[src/rtl/core/tdp_pkg.sv]
`timescale 1ns / 1ps

package tdp_pkg;

  // width of the candidate and derived widths
  localparam int VALUE_W = 32;
  // trial factor reaches just past the square root
  localparam int FACT_W  = (VALUE_W + 1) / 2 + 1;
  // running square of the factor, with headroom for the increment
  localparam int SQ_W    = VALUE_W + 2;
  // bit index into the candidate during the remainder pass
  localparam int CNT_W   = $clog2(VALUE_W);

  localparam logic [FACT_W-1:0] FIRST_FACTOR = FACT_W'(2);
  localparam logic [SQ_W-1:0]   FIRST_SQUARE = SQ_W'(4);

  // commands from controller to datapath
  typedef struct packed {
    logic load;       // capture candidate, reset factor
    logic div_start;  // clear remainder, start bit index at msb
    logic div_step;   // one radix-2 restoring step
    logic adv_factor; // move to next trial factor
    logic mark_comp;  // candidate found composite
    logic emit;       // load the output register
  } tdp_cmd_t;

  // status from datapath to controller
  typedef struct packed {
    logic lt_two;     // candidate below 2
    logic sq_le_n;    // factor squared does not exceed candidate
    logic div_last;   // final remainder step
    logic rem_zero;   // remainder is zero
    logic out_free;   // output register can take a result
  } tdp_stat_t;

endpackage

[src/rtl/core/tdp_datapath.sv]
`timescale 1ns / 1ps

module tdp_datapath import tdp_pkg::*; (
  input  logic               clk,
  input  logic               rst_n,
  input  logic [VALUE_W-1:0] in_candidate,
  input  tdp_cmd_t           cmd,
  output tdp_stat_t          stat,
  output logic               out_valid,
  input  logic               out_stall,
  output logic [VALUE_W-1:0] out_tested_value,
  output logic               out_is_prime
);

  logic [VALUE_W-1:0] n_r;
  logic [FACT_W-1:0]  f_r;
  logic [SQ_W-1:0]    sq_r;
  logic [FACT_W-1:0]  rem_r;
  logic [CNT_W-1:0]   cnt_r;
  logic               comp_r;
  logic               out_valid_r;
  logic [VALUE_W-1:0] out_value_r;
  logic               out_prime_r;

  logic [FACT_W:0]    shifted;
  logic [FACT_W:0]    diff;
  logic [FACT_W-1:0]  rem_nxt;
  logic [SQ_W-1:0]    sq_nxt;
  logic               verdict;

  // restoring remainder step: bring in next candidate bit, subtract if it fits
  always_comb begin
    shifted = {rem_r, n_r[cnt_r]};
    diff    = shifted - {1'b0, f_r};
    if (shifted >= {1'b0, f_r}) begin
      rem_nxt = diff[FACT_W-1:0];
    end else begin
      rem_nxt = shifted[FACT_W-1:0];
    end
  end

  // (f+1)^2 = f^2 + 2f + 1
  assign sq_nxt = sq_r + SQ_W'({f_r, 1'b1});

  // candidate, factor, square and remainder registers
  always_ff @(posedge clk) begin
    if (cmd.load) begin
      n_r    <= in_candidate;
      f_r    <= FIRST_FACTOR;
      sq_r   <= FIRST_SQUARE;
      comp_r <= 1'b0;
    end
    if (cmd.adv_factor) begin
      f_r  <= f_r + FACT_W'(1);
      sq_r <= sq_nxt;
    end
    if (cmd.mark_comp) begin
      comp_r <= 1'b1;
    end
    if (cmd.div_start) begin
      rem_r <= '0;
      cnt_r <= CNT_W'(VALUE_W - 1);
    end else if (cmd.div_step) begin
      rem_r <= rem_nxt;
      cnt_r <= cnt_r - CNT_W'(1);
    end
  end

  // status back to the controller
  assign stat.lt_two   = (n_r < VALUE_W'(2));
  assign stat.sq_le_n  = (sq_r <= SQ_W'(n_r));
  assign stat.div_last = (cnt_r == '0);
  assign stat.rem_zero = (rem_r == '0);
  assign stat.out_free = !out_valid_r || !out_stall;

  assign verdict = !stat.lt_two && !comp_r;

  // output register valid
  always_ff @(posedge clk) begin
    if (!rst_n) begin
      out_valid_r <= 1'b0;
    end else if (cmd.emit) begin
      out_valid_r <= 1'b1;
    end else if (!out_stall) begin
      out_valid_r <= 1'b0;
    end
  end

  // output register payload
  always_ff @(posedge clk) begin
    if (cmd.emit) begin
      out_value_r <= n_r;
      out_prime_r <= verdict;
    end
  end

  assign out_valid        = out_valid_r;
  assign out_tested_value = out_value_r;
  assign out_is_prime     = out_prime_r;

endmodule

[config.mk]
export PLATFORM = sky130hd
export DESIGN_NAME = tdp_datapath
export DESIGN_NICKNAME = d
export VERILOG_FILES = /design/src/rtl/core/tdp_pkg.sv /design/src/rtl/core/tdp_datapath.sv
export SDC_FILE = /design/constraint.sdc
export NUM_CORES = 1
export LEC_CHECK = 0
export ABC_CLOCK_PERIOD_IN_PS = 4010
export BUFFER_PORTS_ARGS = -buffer_cell sky130_fd_sc_hd__buf_4
export CELL_PAD_IN_SITES_DETAIL_PLACEMENT = 1
export CELL_PAD_IN_SITES_GLOBAL_PLACEMENT = 1
export CORE_MARGIN = 4
export CORE_UTILIZATION = 32
export CTS_CLUSTER_SIZE = 10
export DETAILED_ROUTE_END_ITERATION = 12
export PLACE_DENSITY_LB_ADDON = 0.1
export SYNTH_ARGS = -nofsm -noshare
export SYNTH_HDL_FRONTEND = slang
export SYNTH_SLANG_ARGS = --single-unit
[constraint.sdc]
create_clock -name clk -period 4.01 [get_ports clk]
set_input_delay 0.6015 -clock clk [delete_from_list [all_inputs] [get_ports clk]]
set_output_delay 0.6015 -clock clk [all_outputs]
set_load 0.005 [all_outputs]
==> metrics.md, run 1 <==
| Metric | Value |
|---|---|
| GPL Wtd Cong | 0.789 |
| Cells along the critical path | mux4_2 -> mux4_2 -> a21oi_4 -> ha_4 -> inv_2 -> fa_2 -> a21oi_2 -> o211ai_1 -> o22a_2 -> a211o_4 -> buf_12 -> mux2i_1 -> a211oi_1 |
| Crit path from | n_r[31]$_DFFE_PP_ |
| Crit path buffers/inverters | 2 |
| Worst Hold Depth | 1 |
| Most frequent cell after synthesis | edfxtp_1 |
| Routed length per instance | 19.6 µm |
| Setup WS pre-CTS | -215 ps |
| EDFF count, synth | 116 |
| Max cap viols | 0 |
| Crit-path slowest cell | mux4_2 |
| Multi-input logic area | 4170 µm² |
| R2R Path Start | n_r[31]$_DFFE_PP_ |
| R2r worst-path depth | 13 |
| DR vias/cell | 5.21 |
| Number of synthesized register bits | 140 |
| Nets | 1039 |
| Die W | 171 µm |
| Final wirelength | 25100 µm |
| Library cells used by synthesis | 67 |
| First-pass GRT wire length | 39500 µm |
| Root Buffer | clkbuf_16 |
| FF-to-FF End | rem_r[14]$_SDFFE_PP0P_ |
| F_max | 258 MHz |
| Synth Warn # | 0 |
| TritonCTS Buffers | 17 |
| Final ANT Viol Nets | 0 |
| Final period util | 96.6% |
| Routed vias | 6659 |
| Tot GR Track Use | 17.5% |
| Leak | 4.21 nW |
| Syn Std Cell Area | 8460 µm² |
| Finish-stage setup viols | 0 |
| Area leader, netlist | edfxtp_1 |
| H-tree depth | 4 |
| Minimum clock period | 3880 ps |
| Pin count of the biggest net entering global routing | 42 |
| Crit path capture | rem_r[14]$_SDFFE_PP0P_ |
| I/O pin count | 80 |
| Final Core Density | 39.5% |
| Most used cell, CP | mux4_2 |
| DRC | 0 |
| Synth Instances | 820 |
| Vias in the first global route | 7085 |
| Synth Area per Inst | 10.3 µm² |
| CP peak stage delay | 520 ps |
| Synth Net Count | 931 |
| Power Density | 555 nW/µm² |
| Worst-path clk slew | 70 ps |
| DP Area | 9630 µm² |
| Ys flop type | edfxtp_1 |
| Async S/R FF share, synth | 0% |
| Overall power | 5.71 mW |
| Seq/Total Area, Yosys | 46.8% |
| Share of cells above drive strength 1 | 18.8% |
| Max_slew headroom | 49.3% |
| Initial Utilization | 32.5% |
| Final worst slack | 135 ps |
| Critical setup path kind | reg2reg |
| Synth top area share | 41.2% |
| R2r setup slk | 130 ps |
| Later-pin clock latency in the skew report | 430 ps |
| Drt initial violations | 260 |
| Worst path depth | 13 |
| Hold buffer count at CTS | 0 |
| Total grt overflow | 0 |
| Vert. Die Dim | 171 µm |
| Port bufs | 79 |
| Setup Skew | 11.0 ps |
| Crit path required time | 4340 ps |
| Final Max Slew Viols | 0 |
| CP Max Fanout | 12 |
| Crit path DAT | 4210 ps |
| Final HPWL DP | 19500 µm |
| Max VDD drop | 0.316 mV |
| FILL cells | 2934 |
| TritonRoute pass-1 iters | 4 |
| TritonCTS clock tree | yes |
| Row count | 59 |
| Storage element area | 3970 µm² |
| RSZ-0062 raised after global routing | false |
| Core area | 26100 µm² |
| Synth area leaders | edfxtp_1 (41%), ha_1 (10%), dfxtp_1 (5.7%), nor2_1 (3.5%), a21oi_1 (3.0%) |
| Worst setup SP type | flop |
| Area grow syn2layout | 21.5% |
| Finished Cell Area | 10300 µm² |
| Clk buf depth | 2 |
| Status | finished clean |
| Die Area | 29100 µm² |
| Critical Path Sink Type | flop |
| Slew @ Worst Pin | 755 ps |
| Initial antenna violation count | 0 |
| Top delay family on crit path | compound AO/OA/AOI/OAI gates |
| Clk sink count | 140 |
| Tightest Hold Check Type | in2reg |
| Most frequent cells after synthesis | edfxtp_1 (116), nor2_1 (78), ha_1 (68), inv_1 (62), nand2_1 (55) |
| Final hold vios | 0 |
-- metal layers --
metal  wire length [µm]  global-route usage (%)  up-vias
met4                381                    4.55        0
met1              11000                    21.8     3263
met3                937                    3.17       23
met5                  0                       0        -
li1                   -                       -     3264
met2              12800                    31.2      109
-- worst min-delay path by stage --
stage                         from             endpoint  slack [ps]
6_report          in_candidate[19]    n_r[19]$_DFFE_PP_         340
3_5_place_dp   comp_r$_SDFFE_PP1P_  comp_r$_SDFFE_PP1P_         450
5_1_grt           in_candidate[17]    n_r[17]$_DFFE_PP_         320
2_1_floorplan  comp_r$_SDFFE_PP1P_  comp_r$_SDFFE_PP1P_         430
4_1_cts           in_candidate[19]    n_r[19]$_DFFE_PP_         320
3_3_place_gp   comp_r$_SDFFE_PP1P_  comp_r$_SDFFE_PP1P_         440
-- layout make-up --
type,instances,area share [%]
Clock inverter,15,1.47
Antenna cell,1,0.0243
Timing Repair Buffer,119,8.84
Clock buffer,17,4.14
Sequential cell,140,38.6
Inverter,63,2.30
Tap cell,335,4.08
Multi-Input combinational cell,587,40.6
-- through the flow --
step | hold slack, ps | instances | setup TNS (ps)
after floorplan | 427 | 820 | 0
after global placement | 439 | 1242 | -1010
after detailed placement | 448 | 1242 | -2330
after CTS | 320 | 1274 | 0
after global routing | 320 | 1276 | 0
final | 343 | 1277 | 0
-- repair_timing --
action,in CTS,in global routing
pin swaps,1,7
gates resized for setup,4,12
endpoints found under the setup margin,17,16
buffers inserted,0,2
-- registers in the layout (all words and copies together) (netlist names) --
| signal | cells |
|---|---|
| out_is_prime | 1 |
| out_valid | 1 |
| f_r | 17 |
| n_r | 32 |
| cnt_r | 5 |
| comp_r | 1 |
| sq_r | 34 |
| out_tested_value | 32 |
| rem_r | 17 |
-- power breakdown --
| group | internal [mW] | total, mW | switching (mW) |
|---|---|---|---|
| logic | 0.958 | 2.12 | 1.16 |
| registers | 1.80 | 2.01 | 0.204 |
| clock network | 0.876 | 1.58 | 0.707 |
-- kinds of logic (layout without fill, tap and decap cells) --
| kind of cell | count (synthesis) | count (layout) | synth area share [%] |
|---|---|---|---|
| XOR/XNOR | 46 | 46 | 4.76 |
| other | 0 | 1 | 0 |
| multiplexers | 19 | 19 | 3.07 |
| AO/OA/AOI/OAI | 186 | 186 | 14.7 |
| AND/OR/NAND/NOR | 266 | 266 | 15.6 |
| buffers and inverters | 93 | 214 | 4.49 |
| flip-flops | 140 | 140 | 46.8 |
| adder cells (fa/ha/maj) | 70 | 70 | 10.5 |
-- layout by cell type, fill, tap and decap left out, types with 22 or more instances in the layout --
cell	instances
o21ai_0	30
nor2_1	78
dfxtp_1	22
nand3_1	22
ha_1	67
nand2_1	54
xnor2_1	26
a21oi_1	50
buf_4	117
edfxtp_1	116
inv_1	61
(Power assumes the default switching activity.)
==> inputs of run 2 (changes only) <==
- CTS_CLUSTER_SIZE: 10 -> default
- RECOVER_POWER: default -> 100
==> metrics.md, run 2 (same netlist as run 1, synthesis figures left out) <==
| Metric | Value |
|---|---|
| Slew @ Worst Pin | 2020 ps |
| Leak | 4.05 nW |
| Vert. Die Dim | 171 µm |
| I/O pin count | 80 |
| Tot GR Track Use | 17.5% |
| Diodes inserted | 0 |
| Port bufs | 79 |
| Minimum clock period | 3870 ps |
| CP Max Fanout | 12 |
| Switching Power | 2.08 mW |
| Later-pin clock latency in the skew report | 430 ps |
| Hold slack | 360 ps |
| Routed vias | 6670 |
| Commonest non-fill, non-tap cell in the layout | edfxtp_1 |
| Seq pwr share | 35.3% |
| GPL Wtd Cong | 0.789 |
| TritonCTS clock tree | yes |
| Row count | 59 |
| Max_slew headroom | -34.4% |
| TritonCTS Buffers | 17 |
| Worst-path clk slew | 70 ps |
| Area grow syn2layout | 19.6% |
| First-pass GRT wire length | 39500 µm |
| H-tree depth | 4 |
| Final ANT Viol Nets | 0 |
| Clock share of power | 27.9% |
| Cell Int Power | 3.60 mW |
| Crit path required time | 4340 ps |
| F_max | 258 MHz |
| Largest register by flop count | sq_r |
| DRC | 0 |
| Status | complete, but fails checks |
| Net Sw Frac | 36.5% |
| Crit-path slowest cell | mux4_2 |
| Setup Skew | 10.9 ps |
| Final Max Slew Viols | 104 |
| DR vias/cell | 5.23 |
| Power Density | 561 nW/µm² |
| Met1 global-route usage | 21.8% |
| Met3 global-route usage | 3.17% |
| Core area | 26100 µm² |
| Clk buf depth | 2 |
| Critical setup path kind | reg2reg |
| Initial antenna violation count | 0 |
| CP peak stage delay | 520 ps |
| TritonRoute pass-1 iters | 4 |
| Drt initial violations | 273 |
| Nets | 1039 |
| Die W | 171 µm |
| Finished Cell Area | 10100 µm² |
| Hold buffer count at CTS | 0 |
| Total grt overflow | 0 |
| Final Core Density | 38.8% |
| Critical Path Sink Type | flop |
| Root Buffer | clkbuf_16 |
| Dpl cells | 1242 |
| Failing checks | capacitance limit, slew limit |
| GRT met2 Usage | 31.2% |
| Final HPWL DP | 19500 µm |
| Final wirelength | 25000 µm |
| Finish-stage setup viols | 0 |
| Share of cells above drive strength 1 | 14.2% |
| Crit path DAT | 4210 ps |
| Most used cell, CP | mux4_2 |
| Vias in the first global route | 7085 |
| Final period util | 96.6% |
| Max reg flops | 34 |
| RSZ-0062 raised after global routing | false |
| Worst setup SP type | flop |
| Cells along the critical path | mux4_2 -> mux4_2 -> a21oi_4 -> ha_4 -> inv_2 -> fa_2 -> a21oi_2 -> o211ai_1 -> o22a_2 -> a211o_4 -> buf_12 -> mux2i_1 -> a211oi_1 |
| Max cap viols | 3 |
| Routed length per instance | 19.6 µm |
| Comb power frac | 36.7% |
| Final hold vios | 0 |
| DP Area | 9630 µm² |
| Pin count of the biggest net entering global routing | 42 |
| Most frequent cells in the layout | edfxtp_1 (116), nor2_1 (78), ha_1 (67) |
| Initial Utilization | 32.5% |
| Fin cells | 1276 |
| Die Area | 29100 µm² |
| Clk sink count | 140 |
| Tightest Hold Check Type | in2reg |
| Max VDD drop | 0.315 mV |
| GR peak layer | met2 |
[run 2: cell types whose count changed in the layout (fill, tap and decap cells not counted), sizes merged]
cell | previous run | this run
buf | 119 | 26
clkbuf | 17 | 110
diode | 1 | 0
[run 2: path summary, 6_finish.rpt]
check / start / cells after the start / slack (ps) / to
worst min register to register: comp_r$_SDFFE_PP1P_ / 1 / 460 / comp_r$_SDFFE_PP1P_
worst max-delay path: n_r[31]$_DFFE_PP_ / 13 / 140 / rem_r[14]$_SDFFE_PP0P_
worst max register to register: n_r[31]$_DFFE_PP_ / 13 / 140 / rem_r[14]$_SDFFE_PP0P_
worst min-delay path: cmd[1] / 2 / 360 / comp_r$_SDFFE_PP1P_
[run 2: stage by stage]
step	TNS [ps]	total power [mW]	setup WS [ps]
floorplan	0	3.40	146
global placement	-1010	4.04	-116
detailed placement	-2330	4.10	-215
CTS	0	5.71	7.00
global route	0	6.07	6.49
finish	0	5.68	137
[run 2: timing repair]
item,in CTS,in global routing
hold endpoints to repair,0,0
pin swaps,1,7
gates resized for setup,4,12
setup endpoints to repair,17,16
buffers inserted,0,2
gates cloned,0,0
[run 2: final cells by class]
| class | instances | area, µm² |
|---|---|---|
| Timing Repair Buffer | 119 | 753 |
| Clock inverter | 15 | 151 |
| Fill cell | 2953 | 15900 |
| Multi-Input combinational cell | 587 | 4170 |
| Clock buffer | 17 | 425 |
| Tap cell | 335 | 419 |
| Inverter | 63 | 236 |
| Sequential cell | 140 | 3970 |
[run 2: routing by layer]
metal  wire length, µm  vias up
met3               949       26
met1             11000     3258
met2             12700      123
li1                  -     3263
met4               406        0
met5                 0        -
[run 2: worst max-delay path, delay by kind of cell (launching register included)]
kind                       cells  cell delay, ps
AOI/OAI and AO/OA              6            1450
adders and majority gates      2             570
buffers and inverters          2             200
DFF                            1             440
muxes                          3            1120
[run 2: power groups by stage]
stage,Sequential (mW),Clock (mW),Combinational [mW]
after floorplan,1.94,0,1.45
after global routing,2.04,1.70,2.33
after CTS,2.01,1.62,2.08
after global placement,2.03,0,2.01
final,2.01,1.59,2.09
after detailed placement,2.04,0,2.07
